==> src/rtl/hrp_pkg.sv <==
// Shared types, codes and character helpers for the HTTP request header parser.
package hrp_pkg;

  // Fixed widths of the result fields
  localparam int unsigned KIND_W  = 2;
  localparam int unsigned START_W = 13;
  localparam int unsigned LEN_W   = 14;
  localparam int unsigned ERR_W   = 3;

  // Parse phases
  localparam logic [3:0] PH_IDLE       = 4'd0;
  localparam logic [3:0] PH_METHOD     = 4'd1;
  localparam logic [3:0] PH_TARGET     = 4'd2;
  localparam logic [3:0] PH_VERSION    = 4'd3;
  localparam logic [3:0] PH_RL_CR      = 4'd4;
  localparam logic [3:0] PH_RL_LF      = 4'd5;
  localparam logic [3:0] PH_LINE_START = 4'd6;
  localparam logic [3:0] PH_NAME       = 4'd7;
  localparam logic [3:0] PH_VALUE      = 4'd8;
  localparam logic [3:0] PH_HDR_LF     = 4'd9;
  localparam logic [3:0] PH_END_LF     = 4'd10;

  // Result kinds
  localparam logic [KIND_W-1:0] KIND_REQUEST = 2'd0;
  localparam logic [KIND_W-1:0] KIND_HEADER  = 2'd1;
  localparam logic [KIND_W-1:0] KIND_DONE    = 2'd2;
  localparam logic [KIND_W-1:0] KIND_ERROR   = 2'd3;

  // Error codes
  localparam logic [ERR_W-1:0] ERR_NONE        = 3'd0;
  localparam logic [ERR_W-1:0] ERR_BAD_METHOD  = 3'd1;
  localparam logic [ERR_W-1:0] ERR_BAD_VERSION = 3'd2;
  localparam logic [ERR_W-1:0] ERR_MISSING_LF  = 3'd3;
  localparam logic [ERR_W-1:0] ERR_BAD_NAME    = 3'd4;
  localparam logic [ERR_W-1:0] ERR_EMPTY_VALUE = 3'd5;
  localparam logic [ERR_W-1:0] ERR_TOO_LONG    = 3'd6;

  // Characters
  localparam logic [7:0] CH_CR    = 8'h0D;
  localparam logic [7:0] CH_LF    = 8'h0A;
  localparam logic [7:0] CH_COLON = 8'h3A;
  localparam logic [7:0] CH_SPACE = 8'h20;
  localparam logic [7:0] CH_ZERO  = 8'h30;
  localparam logic [7:0] CH_ONE   = 8'h31;

  // Number of fixed characters before the minor version digit ("HTTP/1.")
  localparam logic [2:0] VERSION_PREFIX_LEN = 3'd7;

  // One result item
  typedef struct packed {
    logic [KIND_W-1:0]  kind;
    logic [START_W-1:0] span_a_start;
    logic [LEN_W-1:0]   span_a_length;
    logic [START_W-1:0] span_b_start;
    logic [LEN_W-1:0]   span_b_length;
    logic               version_minor;
    logic [ERR_W-1:0]   error_code;
  } hrp_result_t;

  // RFC 7230 tchar
  function automatic logic is_token(input logic [7:0] c);
    logic r;
    r = ((c >= 8'h61) && (c <= 8'h7A)) ||
        ((c >= 8'h41) && (c <= 8'h5A)) ||
        ((c >= 8'h30) && (c <= 8'h39)) ||
        (c == 8'h21) || (c == 8'h23) || (c == 8'h24) || (c == 8'h25) ||
        (c == 8'h26) || (c == 8'h27) || (c == 8'h2A) || (c == 8'h2B) ||
        (c == 8'h2D) || (c == 8'h2E) || (c == 8'h5E) || (c == 8'h5F) ||
        (c == 8'h60) || (c == 8'h7C) || (c == 8'h7E);
    return r;
  endfunction

  // Expected character of "HTTP/1." at a given index
  function automatic logic [7:0] version_char(input logic [2:0] idx);
    logic [7:0] r;
    unique case (idx)
      3'd0:    r = 8'h48;  // H
      3'd1:    r = 8'h54;  // T
      3'd2:    r = 8'h54;  // T
      3'd3:    r = 8'h50;  // P
      3'd4:    r = 8'h2F;  // /
      3'd5:    r = 8'h31;  // 1
      3'd6:    r = 8'h2E;  // .
      default: r = 8'h00;
    endcase
    return r;
  endfunction

endpackage

==> src/rtl/hrp_out_buf.sv <==
// Two-entry result buffer: output register plus skid register.
module hrp_out_buf (
  input  logic                clk,
  input  logic                rst,
  input  logic                push,
  input  hrp_pkg::hrp_result_t push_data,
  output logic                full,
  output logic                out_valid,
  input  logic                out_stall,
  output hrp_pkg::hrp_result_t out_data
);
  import hrp_pkg::*;

  logic        skid_valid;
  hrp_result_t skid_data;
  logic        take;

  assign take = out_valid && !out_stall;
  assign full = skid_valid;

  // Control: refill the output register from skid first, then from a new item
  always_ff @(posedge clk) begin
    if (rst) begin
      out_valid  <= 1'b0;
      skid_valid <= 1'b0;
    end else if (!out_valid || take) begin
      if (skid_valid) begin
        out_valid  <= 1'b1;
        skid_valid <= push;
      end else begin
        out_valid  <= push;
      end
    end else if (push) begin
      skid_valid <= 1'b1;
    end
  end

  // Payload: hold while stalled, advance in order
  always_ff @(posedge clk) begin
    if (!out_valid || take) begin
      if (skid_valid) begin
        out_data <= skid_data;
        if (push) begin
          skid_data <= push_data;
        end
      end else if (push) begin
        out_data <= push_data;
      end
    end else if (push) begin
      skid_data <= push_data;
    end
  end

endmodule

==> src/rtl/http_request_header_parser.sv <==
// A result item is registered in the result buffer before it appears on out_valid.
// Throughput: one byte per cycle when in_stall is low; state updates in the accept cycle.
// A two-entry result buffer keeps input flowing while one result waits downstream;
// in_stall rises only when both entries hold results.
// Reset: parse goes idle (bytes ignored until first_byte), offsets clear, buffer empties.
module http_request_header_parser #(
  parameter int unsigned MAX_MESSAGE_BYTES = 8192
) (
  input  logic                        clk,
  input  logic                        rst,
  input  logic                        in_valid,
  output logic                        in_stall,
  input  logic [7:0]                  data_byte,
  input  logic                        first_byte,
  output logic                        out_valid,
  input  logic                        out_stall,
  output logic [hrp_pkg::KIND_W-1:0]  kind,
  output logic [hrp_pkg::START_W-1:0] span_a_start,
  output logic [hrp_pkg::LEN_W-1:0]   span_a_length,
  output logic [hrp_pkg::START_W-1:0] span_b_start,
  output logic [hrp_pkg::LEN_W-1:0]   span_b_length,
  output logic                        version_minor,
  output logic [hrp_pkg::ERR_W-1:0]   error_code
);
  import hrp_pkg::*;

  localparam int unsigned OW = $clog2(MAX_MESSAGE_BYTES + 1);
  localparam logic [OW-1:0] MAX_OFS = OW'(MAX_MESSAGE_BYTES);

  // Parse state
  logic [3:0]    phase;
  logic [OW-1:0] byte_offset;
  logic [2:0]    literal_index;
  logic          minor_seen;
  logic [OW-1:0] first_span_start;
  logic [OW-1:0] first_span_length;
  logic [OW-1:0] second_span_start;
  logic [OW-1:0] last_nonspace_offset;
  logic          value_nonempty;

  logic [3:0]    phase_next;
  logic [OW-1:0] byte_offset_next;
  logic [2:0]    literal_index_next;
  logic          minor_seen_next;
  logic [OW-1:0] first_span_start_next;
  logic [OW-1:0] first_span_length_next;
  logic [OW-1:0] second_span_start_next;
  logic [OW-1:0] last_nonspace_offset_next;
  logic          value_nonempty_next;

  // State as seen by this byte (cleared on first_byte)
  logic [3:0]    ph;
  logic [OW-1:0] pos;
  logic [2:0]    lit;
  logic          mnr;
  logic [OW-1:0] fss;
  logic [OW-1:0] fsl;
  logic [OW-1:0] sss;
  logic [OW-1:0] lno;
  logic          vne;

  logic          accept;
  logic          res_valid;
  hrp_result_t   res;
  hrp_result_t   out_data;
  logic          buf_full;

  assign in_stall = buf_full;
  assign accept   = in_valid && !in_stall;

  // Per-byte parse step
  always_comb begin
    ph  = phase;
    pos = byte_offset;
    lit = literal_index;
    mnr = minor_seen;
    fss = first_span_start;
    fsl = first_span_length;
    sss = second_span_start;
    lno = last_nonspace_offset;
    vne = value_nonempty;
    if (first_byte) begin
      ph  = PH_METHOD;
      pos = '0;
      lit = '0;
      mnr = 1'b0;
      fss = '0;
      fsl = '0;
      sss = '0;
      lno = '0;
      vne = 1'b0;
    end

    phase_next                = ph;
    byte_offset_next          = pos;
    literal_index_next        = lit;
    minor_seen_next           = mnr;
    first_span_start_next     = fss;
    first_span_length_next    = fsl;
    second_span_start_next    = sss;
    last_nonspace_offset_next = lno;
    value_nonempty_next       = vne;
    res_valid                 = 1'b0;
    res                       = '0;

    if (ph != PH_IDLE) begin
      if (pos >= MAX_OFS) begin
        // Too long: report and drop the rest
        phase_next     = PH_IDLE;
        res_valid      = 1'b1;
        res.kind       = KIND_ERROR;
        res.error_code = ERR_TOO_LONG;
      end else begin
        byte_offset_next = pos + 1'b1;
        unique case (ph)
          PH_METHOD: begin
            if (data_byte == CH_SPACE) begin
              if (pos == '0) begin
                phase_next     = PH_IDLE;
                res_valid      = 1'b1;
                res.kind       = KIND_ERROR;
                res.error_code = ERR_BAD_METHOD;
              end else begin
                first_span_start_next  = '0;
                first_span_length_next = pos;
                second_span_start_next = pos + 1'b1;
                phase_next             = PH_TARGET;
              end
            end else if (!is_token(data_byte)) begin
              phase_next     = PH_IDLE;
              res_valid      = 1'b1;
              res.kind       = KIND_ERROR;
              res.error_code = ERR_BAD_METHOD;
            end
          end
          PH_TARGET: begin
            if (data_byte == CH_SPACE) begin
              last_nonspace_offset_next = pos;
              literal_index_next        = '0;
              phase_next                = PH_VERSION;
            end
          end
          PH_VERSION: begin
            if (lit < VERSION_PREFIX_LEN) begin
              if (data_byte != version_char(lit)) begin
                phase_next     = PH_IDLE;
                res_valid      = 1'b1;
                res.kind       = KIND_ERROR;
                res.error_code = ERR_BAD_VERSION;
              end else begin
                literal_index_next = lit + 1'b1;
              end
            end else if (data_byte != CH_ZERO && data_byte != CH_ONE) begin
              phase_next     = PH_IDLE;
              res_valid      = 1'b1;
              res.kind       = KIND_ERROR;
              res.error_code = ERR_BAD_VERSION;
            end else begin
              minor_seen_next = data_byte[0];
              phase_next      = PH_RL_CR;
            end
          end
          PH_RL_CR: begin
            if (data_byte != CH_CR) begin
              phase_next     = PH_IDLE;
              res_valid      = 1'b1;
              res.kind       = KIND_ERROR;
              res.error_code = ERR_MISSING_LF;
            end else begin
              phase_next = PH_RL_LF;
            end
          end
          PH_RL_LF: begin
            res_valid = 1'b1;
            if (data_byte != CH_LF) begin
              phase_next     = PH_IDLE;
              res.kind       = KIND_ERROR;
              res.error_code = ERR_MISSING_LF;
            end else begin
              res.kind          = KIND_REQUEST;
              res.span_a_start  = START_W'(fss);
              res.span_a_length = LEN_W'(fsl);
              res.span_b_start  = START_W'(sss);
              res.span_b_length = LEN_W'(lno - sss);
              res.version_minor = mnr;
              phase_next        = PH_LINE_START;
            end
          end
          PH_LINE_START: begin
            if (data_byte == CH_CR) begin
              phase_next = PH_END_LF;
            end else if (is_token(data_byte)) begin
              first_span_start_next = pos;
              phase_next            = PH_NAME;
            end else begin
              phase_next     = PH_IDLE;
              res_valid      = 1'b1;
              res.kind       = KIND_ERROR;
              res.error_code = ERR_BAD_NAME;
            end
          end
          PH_NAME: begin
            if (data_byte == CH_COLON) begin
              first_span_length_next = pos - fss;
              value_nonempty_next    = 1'b0;
              phase_next             = PH_VALUE;
            end else if (!is_token(data_byte)) begin
              phase_next     = PH_IDLE;
              res_valid      = 1'b1;
              res.kind       = KIND_ERROR;
              res.error_code = ERR_BAD_NAME;
            end
          end
          PH_VALUE: begin
            // Skip leading spaces, track last non-space for the right trim
            if (data_byte == CH_CR) begin
              phase_next = PH_HDR_LF;
            end else if (data_byte != CH_SPACE) begin
              if (!vne) begin
                second_span_start_next = pos;
              end
              value_nonempty_next       = 1'b1;
              last_nonspace_offset_next = pos;
            end
          end
          PH_HDR_LF: begin
            res_valid = 1'b1;
            if (data_byte != CH_LF) begin
              phase_next     = PH_IDLE;
              res.kind       = KIND_ERROR;
              res.error_code = ERR_MISSING_LF;
            end else if (!vne) begin
              phase_next     = PH_IDLE;
              res.kind       = KIND_ERROR;
              res.error_code = ERR_EMPTY_VALUE;
            end else begin
              res.kind          = KIND_HEADER;
              res.span_a_start  = START_W'(fss);
              res.span_a_length = LEN_W'(fsl);
              res.span_b_start  = START_W'(sss);
              res.span_b_length = LEN_W'(lno - sss + 1'b1);
              phase_next        = PH_LINE_START;
            end
          end
          PH_END_LF: begin
            res_valid  = 1'b1;
            phase_next = PH_IDLE;
            if (data_byte != CH_LF) begin
              res.kind       = KIND_ERROR;
              res.error_code = ERR_MISSING_LF;
            end else begin
              res.kind          = KIND_DONE;
              res.span_a_length = LEN_W'(pos + 1'b1);
            end
          end
          default: begin
            phase_next = PH_IDLE;
          end
        endcase
      end
    end
  end

  // Advance the parse state on each accepted item
  always_ff @(posedge clk) begin
    if (rst) begin
      phase                <= PH_IDLE;
      byte_offset          <= '0;
      literal_index        <= '0;
      minor_seen           <= 1'b0;
      first_span_start     <= '0;
      first_span_length    <= '0;
      second_span_start    <= '0;
      last_nonspace_offset <= '0;
      value_nonempty       <= 1'b0;
    end else if (accept) begin
      phase                <= phase_next;
      byte_offset          <= byte_offset_next;
      literal_index        <= literal_index_next;
      minor_seen           <= minor_seen_next;
      first_span_start     <= first_span_start_next;
      first_span_length    <= first_span_length_next;
      second_span_start    <= second_span_start_next;
      last_nonspace_offset <= last_nonspace_offset_next;
      value_nonempty       <= value_nonempty_next;
    end
  end

  // Result buffer
  hrp_out_buf u_out_buf (
    .clk       (clk),
    .rst       (rst),
    .push      (accept && res_valid),
    .push_data (res),
    .full      (buf_full),
    .out_valid (out_valid),
    .out_stall (out_stall),
    .out_data  (out_data)
  );

  assign kind          = out_data.kind;
  assign span_a_start  = out_data.span_a_start;
  assign span_a_length = out_data.span_a_length;
  assign span_b_start  = out_data.span_b_start;
  assign span_b_length = out_data.span_b_length;
  assign version_minor = out_data.version_minor;
  assign error_code    = out_data.error_code;

endmodule
==> config.mk <==
export PLATFORM = sky130hd
export DESIGN_NAME = http_request_header_parser
export DESIGN_NICKNAME = d
export VERILOG_FILES = /design/src/rtl/hrp_pkg.sv /design/src/rtl/hrp_out_buf.sv /design/src/rtl/http_request_header_parser.sv
export SDC_FILE = /design/constraint.sdc
export NUM_CORES = 1
export LEC_CHECK = 0
export ABC_CLOCK_PERIOD_IN_PS = 6900
export BUFFER_PORTS_ARGS = -buffer_cell sky130_fd_sc_hd__buf_2
export CORE_MARGIN = 2
export CORE_UTILIZATION = 62
export CTS_CLUSTER_DIAMETER = 60
export CTS_CLUSTER_SIZE = 25
export DETAILED_ROUTE_END_ITERATION = 16
export PLACE_DENSITY = 0.81
export SLEW_MARGIN = 30
export SYNTH_ARGS = -nofsm -noshare
export SYNTH_HDL_FRONTEND = slang
export SYNTH_HIERARCHICAL = 1
export SYNTH_SLANG_ARGS = --single-unit
export TNS_END_PERCENT = 20
==> constraint.sdc <==
create_clock -name clk -period 6.9 [get_ports clk]
set_input_delay 0.345 -clock clk [delete_from_list [all_inputs] [get_ports clk]]
set_output_delay 0.345 -clock clk [all_outputs]
set_load 0.02 [all_outputs]
==> results of run 1 <==
-- synthesized netlist by cell type (4+ instances only) --
cell / instances
nand4_1: 11
nor3b_1: 4
xnor2_1: 26
nor2b_1: 37
o211ai_1: 6
mux2_4: 58
inv_1: 27
ha_1: 34
buf_12: 5
a311oi_1: 6
a221oi_1: 10
a21o_1: 11
a211oi_1: 14
nand2b_1: 13
nor2_1: 159
edfxtp_1: 120
xor2_1: 18
a21oi_1: 93
o31ai_1: 4
a22oi_1: 44
o22ai_1: 9
buf_4: 4
a31oi_1: 14
o221ai_1: 6
dfxtp_1: 81
inv_2: 4
nor3_1: 40
buf_2: 17
a32oi_1: 4
nand2_1: 121
o21ai_0: 58
o21ai_1: 4
nor4_1: 7
clkbuf_1: 45
and2_1: 21
and3_1: 11
nand3_1: 23
o21a_1: 6
-- power by group through the flow --
stage	clock network (mW)	registers, mW	logic (mW)
2_1_floorplan	0	1.33	0.121
3_3_place_gp	0	1.32	0.189
3_5_place_dp	0	1.32	0.193
4_1_cts	1.02	1.29	0.194
5_1_grt	1.07	1.29	0.214
6_report	1.01	1.29	0.199
-- path summary, 6_finish.rpt --
| check | from | endpoint |
|---|---|---|
| max | literal_index[1] | u_out_buf/out_data[16] |
| min | out_stall | u_out_buf/out_valid |
| max reg2reg | literal_index[1] | u_out_buf/out_data[16] |
| min reg2reg | second_span_start[2] | second_span_start[2] |
-- through the flow --
step | total power [mW] | hold slack, ns | instance area [µm²] | utilization | worst slack, ns
6_report | 2.50 | 0.168 | 13000 | 0.676 | 2.96
5_1_grt | 2.57 | 0.197 | 13000 | 0.676 | 2.61
4_1_cts | 2.50 | 0.160 | 13000 | 0.676 | 2.98
3_5_place_dp | 1.51 | 0.445 | 12400 | 0.646 | 2.55
3_3_place_gp | 1.50 | 0.438 | 12400 | 0.646 | 2.68
2_1_floorplan | 1.45 | 0.414 | 12100 | - | 1.08
-- flip-flops by register name (all words and copies together) (netlist names) --
signal and flops:
byte_offset 14, first_span_length 14, first_span_start 14, last_nonspace_offset 14
literal_index 3, minor_seen 1, phase 4, second_span_start 14
u_out_buf/full 1, u_out_buf/out_data 60, u_out_buf/out_valid 1, u_out_buf/skid_data 60
value_nonempty 1
-- layer usage --
layer	routed length, µm	global-route usage	share of wire	vias to the layer above
li1	-	-	-	4678
met3	2690	0.0433	0.085	98
met1	13000	0.420	0.41	4835
met5	0	0	0	-
met4	1340	0.135	0.042	0
met2	14800	0.497	0.46	525
-- kinds of logic after synthesis --
kind of cell	after synthesis
flops	201
mux	63
compound gates	326
fa+ha+maj	36
buf+inv	111
xor+xnor	44
simple gates	481
-- cell type report --
cell class | count | area (µm²)
Fill cell | 1544 | 6240
Timing Repair Buffer | 87 | 468
Clock buffer | 19 | 443
Inverter | 31 | 116
Tap cell | 265 | 332
Sequential cell | 201 | 5230
Clock inverter | 10 | 145
Multi-Input combinational cell | 950 | 6300
-- worst register-to-register path: cells and delay by family, from the launching register on --
kind	cells	cell delay, ns
AO/OA/AOI/OAI	6	1.18
flip-flops	1	0.37
adder cells (fa/ha/maj)	1	0.29
multiplexers	1	0.10
AND/OR/NAND/NOR	5	1.11
buffers and inverters	2	0.45
==> reports/qor.yml, run 1 <==
status: "completed"
synth_edf_count: 120
antenna_left: 0
globalplace.congestion: 0.962
synth_area_per_cell_um2: 9.57
layout_commonest_cell: "nor2_1"
setup_tns_ns: 0
critPathKind: "reg -> reg"
num_rows: 51
grt_max_degree: 80
critPathMaxStageDelay_ns: 0.39
maxCapViolations: 0
p_comb_frac: 0.080
yosys.area_share.simple: 0.194
yosys.area.top_type_share: 0.298
clkPwrFrac: 0.404
end_kind: "flop"
synth_top_family_by_area: "simple AND/OR/NAND/NOR gates"
rsz0062_at_grt: "false"
drc_errors: 0
critPathSlowestCell: "a2111oi_4"
drt_first_pass_iters: 7
final_hold_viol_count: 0
finalClockSkew_ns: 0.0144
first_global_vias: 9521
leakage_nw: 4.66
cp_num_buf_inv: 2
synth_compound_area_frac: 0.179
crit_family: "compound AO/OA/AOI/OAI gates"
num_antenna_cells: 0
critPathMaxFanout: 60
hold_buffers: 0
slew_headroom: 0.337
dp_hpwl_mm: 22.6
die_h_um: 144
start_util: 0.627
power.internal_mw: 1.84
cts.repair.resized: 0
grt_pass1_wl_mm: 50.7
yosys-top-cells-area: "edfxtp_1 (30%), dfxtp_1 (13%), mux2_4 (7.2%)"
clock-sinks: 201
synthFlopType: "edfxtp_1"
hold_class: "in -> reg"
worst_pin_slew_ns: 0.994
synth_cells: 1262
cts_made_buffers: 17
gr-total-overflow: 0
critPathArrivalTime_ns: 4.08
cts_tree: "done"
final_cell_mix: "nor2_1 (158), nand2_1 (121), edfxtp_1 (120)"
async_flop_share: 0
vias_per_cell: 6.48
period_share: 0.571
grtUsageTotal: 0.310
ys_types: 90
crit_cells: 15
wire_per_inst_um: 20.3
wl_mm: 31.8
r2r_cells: 15
cts_setup_buffers: 0
path_cells: "nor2b_1, inv_1, ha_1, nor4b_2, mux2i_1, o32a_1, a2111oi_4, nand2_2, o2111ai_2, o21ai_2, nor3_2, a21oi_1, nor2_1, a21oi_4, buf_4"
area_delta_synth_final_pct: 7.93
cts_buffer_depth: 3
ys_seq_area_frac: 0.433
synth_xor_area_frac: 0.0319
ys_warn_count: 6
final_cells: 1563
p_sw_frac: 0.263
synth_top_cell_by_area: "edfxtp_1"
core-area_um2: 19300
cts-root-buf: "clkbuf_16"
required_ns: 7.04
portBuffers: 74
synthAdderAreaFrac: 0.0385
fmax_mhz: 254
setup_viol_count_final: 0
fin_nets: 1337
drive_gt1_frac: 0.161
r2r_slack_ns: 2.96
whs_path_depth: 3
antenna_found_initial: 0
syn_area_um2: 12100
synthMuxAreaShare: 0.0765
ys_ff_latch: 201
finalMaxSlewViolations: 0
ctsHtreeMaxLevel: 1
mappedNetlistNets: 1311
seqPwrFrac: 0.516
insertion_delay_ns: 0.50
worst_ir_drop_vdd_mv: 0.145
die_w_um: 144
startpoint_type: "flop"
place_inst: 1534
vias: 10100
period_minus_slack_ns: 3.94
power_switching_mw: 0.656
cellPowerDensity_nw_per_um2: 192
dieArea_um2: 20600
io_pins: 75
clk_pin_slew_ns: 0.08
drt_iter0_drc: 1302
Note: power is estimated with default switching activity, not from simulation.
==> inputs of run 2 (changes only) <==
--- a/config.mk
+++ b/config.mk
@@ -5,7 +5,7 @@
 export SDC_FILE = /design/constraint.sdc
 export NUM_CORES = 1
 export LEC_CHECK = 0
-export ABC_CLOCK_PERIOD_IN_PS = 6900
+export ABC_CLOCK_PERIOD_IN_PS = 3900
 export BUFFER_PORTS_ARGS = -buffer_cell sky130_fd_sc_hd__buf_2
 export CORE_MARGIN = 2
 export CORE_UTILIZATION = 62
==> constraint.sdc (replaced) <==
create_clock -name clk -period 3.9 [get_ports clk]
set_input_delay 0.195 -clock clk [delete_from_list [all_inputs] [get_ports clk]]
set_output_delay 0.195 -clock clk [all_outputs]
set_load 0.02 [all_outputs]
==> run 2 against run 1 <==
Against the previous run: sequential power grew 77%; wire length rose by 5.0%; utilization is 1.4 points higher; hold slack lost 0.13 ns; flip-flop and latch count did not move; register-to-register slack got worse by 2.7 ns.
==> reports/qor.yml, run 2 (synthesis results as in run 1) <==
ctsHtreeMaxLevel: 1  # unchanged
whs_ns: 0.0370  # was 0.168 ns
antenna_left: 0  # unchanged
grt_max_degree: 61  # was 80
layout_commonest_cell: "nor2_1"  # unchanged
io_pins: 75  # unchanged
critPathMaxFanout: 60  # unchanged
clk_pin_slew_ns: 0.09  # was 0.08 ns
drt_first_pass_iters: 6  # was 7
post_dp_cell_area_um2: 12700  # was 12400 µm²
final_util: 0.690  # was 0.676
seqPwrFrac: 0.523  # was 0.516
p_comb_frac: 0.085  # was 0.080
worst_ir_drop_vdd_mv: 0.203  # was 0.145 mV
core-area_um2: 19300  # unchanged
design_area_um2: 13300  # was 13000 µm²
cts_tree: "done"  # unchanged
path_cells: "nor2b_2, inv_1, ha_1, nor4b_2, mux2i_1, o32a_1, a2111oi_4, nand2_2, o2111ai_2, o21ai_2, nor3_2, a21oi_1, nor2_1, a21oi_4, buf_12"  # was nor2b_1, inv_1, ha_1, nor4b_2, mux2i_1, o32a_1, a2111oi_4, nand2_2, o2111ai_2, o21ai_2, nor3_2, a21oi_1, nor2_1, a21oi_4, buf_4
status: "completed"  # unchanged
clkPwrFrac: 0.392  # was 0.404
critPathMaxStageDelay_ns: 0.39  # about the same
num_rows: 51  # unchanged
rsz0062_at_grt: "false"  # unchanged
critPathSlowestCell: "a2111oi_4"  # unchanged
end_kind: "flop"  # unchanged
die_w_um: 144  # unchanged
vias: 10300  # was 10100
critPathArrivalTime_ns: 3.89  # was 4.08 ns
drc_errors: 0  # unchanged
period_minus_slack_ns: 3.68  # was 3.94 ns
worst_pin_slew_ns: 0.960  # was 0.994 ns
hold_class: "in -> reg"  # unchanged
reg_top3: "u_out_buf/out_data (60), u_out_buf/skid_data (60)"  # unchanged
antenna_found_initial: 0  # unchanged
slew_headroom: 0.360  # was 0.337
final_hold_viol_count: 0  # unchanged
globalplace.congestion: 1.01  # was 0.962
start_util: 0.627  # unchanged
cts-root-buf: "clkbuf_16"  # unchanged
final_cell_mix: "nor2_1 (158), nand2_1 (121), edfxtp_1 (120)"  # unchanged
setup_viol_count_final: 0  # unchanged
power_switching_mw: 1.10  # was 0.656 mW
dp_hpwl_mm: 24.2  # was 22.6 mm
clock-sinks: 201  # unchanged
insertion_delay_ns: 0.49  # was 0.50 ns
finalClockSkew_ns: 0.0182  # was 0.0144 ns
wire_per_inst_um: 20.9  # was 20.3 µm
critPathKind: "reg -> reg"  # unchanged
dieArea_um2: 20600  # unchanged
startpoint_type: "flop"  # unchanged
cp_num_buf_inv: 2  # unchanged
leakage_nw: 4.84  # was 4.66 nW
drt_iter0_drc: 1282  # was 1302
hold_buffers: 0  # unchanged
maxCapViolations: 0  # unchanged
wl_mm: 33.4  # was 31.8 mm
vias_per_cell: 6.45  # was 6.48
area_delta_synth_final_pct: 10.1  # was 7.93%
first_global_vias: 9407  # was 9521
portBuffers: 74  # unchanged
grt_pass1_wl_mm: 51.9  # was 50.7 mm
period_share: 0.945  # was 0.571
power.internal_mw: 3.26  # was 1.84 mW
cts_buffer_depth: 3  # unchanged
cellPowerDensity_nw_per_um2: 328  # was 192 nW/µm²
drive_gt1_frac: 0.183  # was 0.161
crit_family: "compound AO/OA/AOI/OAI gates"  # unchanged
gr-total-overflow: 0  # unchanged
required_ns: 4.11  # was 7.04 ns
fill_cells: 1530  # was 1544
grtUsageTotal: 0.321  # was 0.310
fmax_mhz: 271  # was 254 MHz
die_h_um: 144  # unchanged
cts_made_buffers: 15  # was 17
p_sw_frac: 0.252  # was 0.263
finalMaxSlewViolations: 0  # unchanged
num_antenna_cells: 0  # unchanged
fin_nets: 1373  # was 1337
p_total_mw: 4.36  # was 2.50 mW
run 2: cell types whose count changed in the layout (fill, tap and decap cells not counted), sizes merged:
cell	change
clkinv	-1
clkinvlp	-1
bufinv	+2
clkbuf	-3
buf	+38
inv	-1
run 2: through the flow:
step                instances  setup WS (ns)  TNS [ns]
floorplan                1262         -0.379    -22.77
global placement         1567          0.216         0
detailed placement       1567         0.0754         0
CTS                      1592         0.0671         0
global route             1597        0.00971         0
finish                   1597          0.216         0
run 2: path summary, 6_finish.rpt:
check	from	to	slack (ns)	depth (start not counted)
setup / recovery	literal_index[1]	u_out_buf/out_data[6]	0.22	15
hold / removal	out_stall	u_out_buf/out_valid	0.04	3
setup reg to reg	literal_index[1]	u_out_buf/out_data[6]	0.22	15
hold reg to reg	first_span_length[0]	first_span_length[0]	0.46	2
run 2: final cells by class:
type | count | area, µm² | area share
repair buffers | 125 | 791 | 0.0595
clock inverters | 9 | 148 | 0.0111
clock buffers | 16 | 379 | 0.0285
flip-flops and latches | 201 | 5230 | 0.393
multi-input cells | 950 | 6300 | 0.474
well taps | 265 | 332 | 0.0249
inverters | 31 | 116 | 0.00875
run 2: worst reg2reg max path, cell delays in order (launching register included):
cell and delay [ns]:
dfxtp_1 0.36, nor2b_2 0.22, inv_1 0.11, ha_1 0.29, nor4b_2 0.29, mux2i_1 0.10
o32a_1 0.21, a2111oi_4 0.39, nand2_2 0.16, o2111ai_2 0.26, o21ai_2 0.12, nor3_2 0.16
a21oi_1 0.16, nor2_1 0.25, a21oi_4 0.06, buf_12 0.20
run 2: power groups by stage:
stage / Combinational, mW / Sequential [mW] / Clock [mW]
final: 0.370 / 2.28 / 1.71
after global routing: 0.395 / 2.28 / 1.79
after CTS: 0.358 / 2.28 / 1.72
after detailed placement: 0.355 / 2.33 / 0
after global placement: 0.351 / 2.33 / 0
after floorplan: 0.215 / 2.35 / 0
run 2: what timing repair did:
action	in CTS	in global routing
resized for setup	0	1
endpoints found under the setup margin	0	105
buffers inserted	0	5
run 2: routing by layer:
layer  global-route usage  share of wire  vias to the layer above
met5                    0              0                        -
met4                0.117          0.039                        0
met3               0.0540          0.096                      104
met2                0.518           0.46                      569
met1                0.436           0.40                     4879
li1                     -              -                     4741
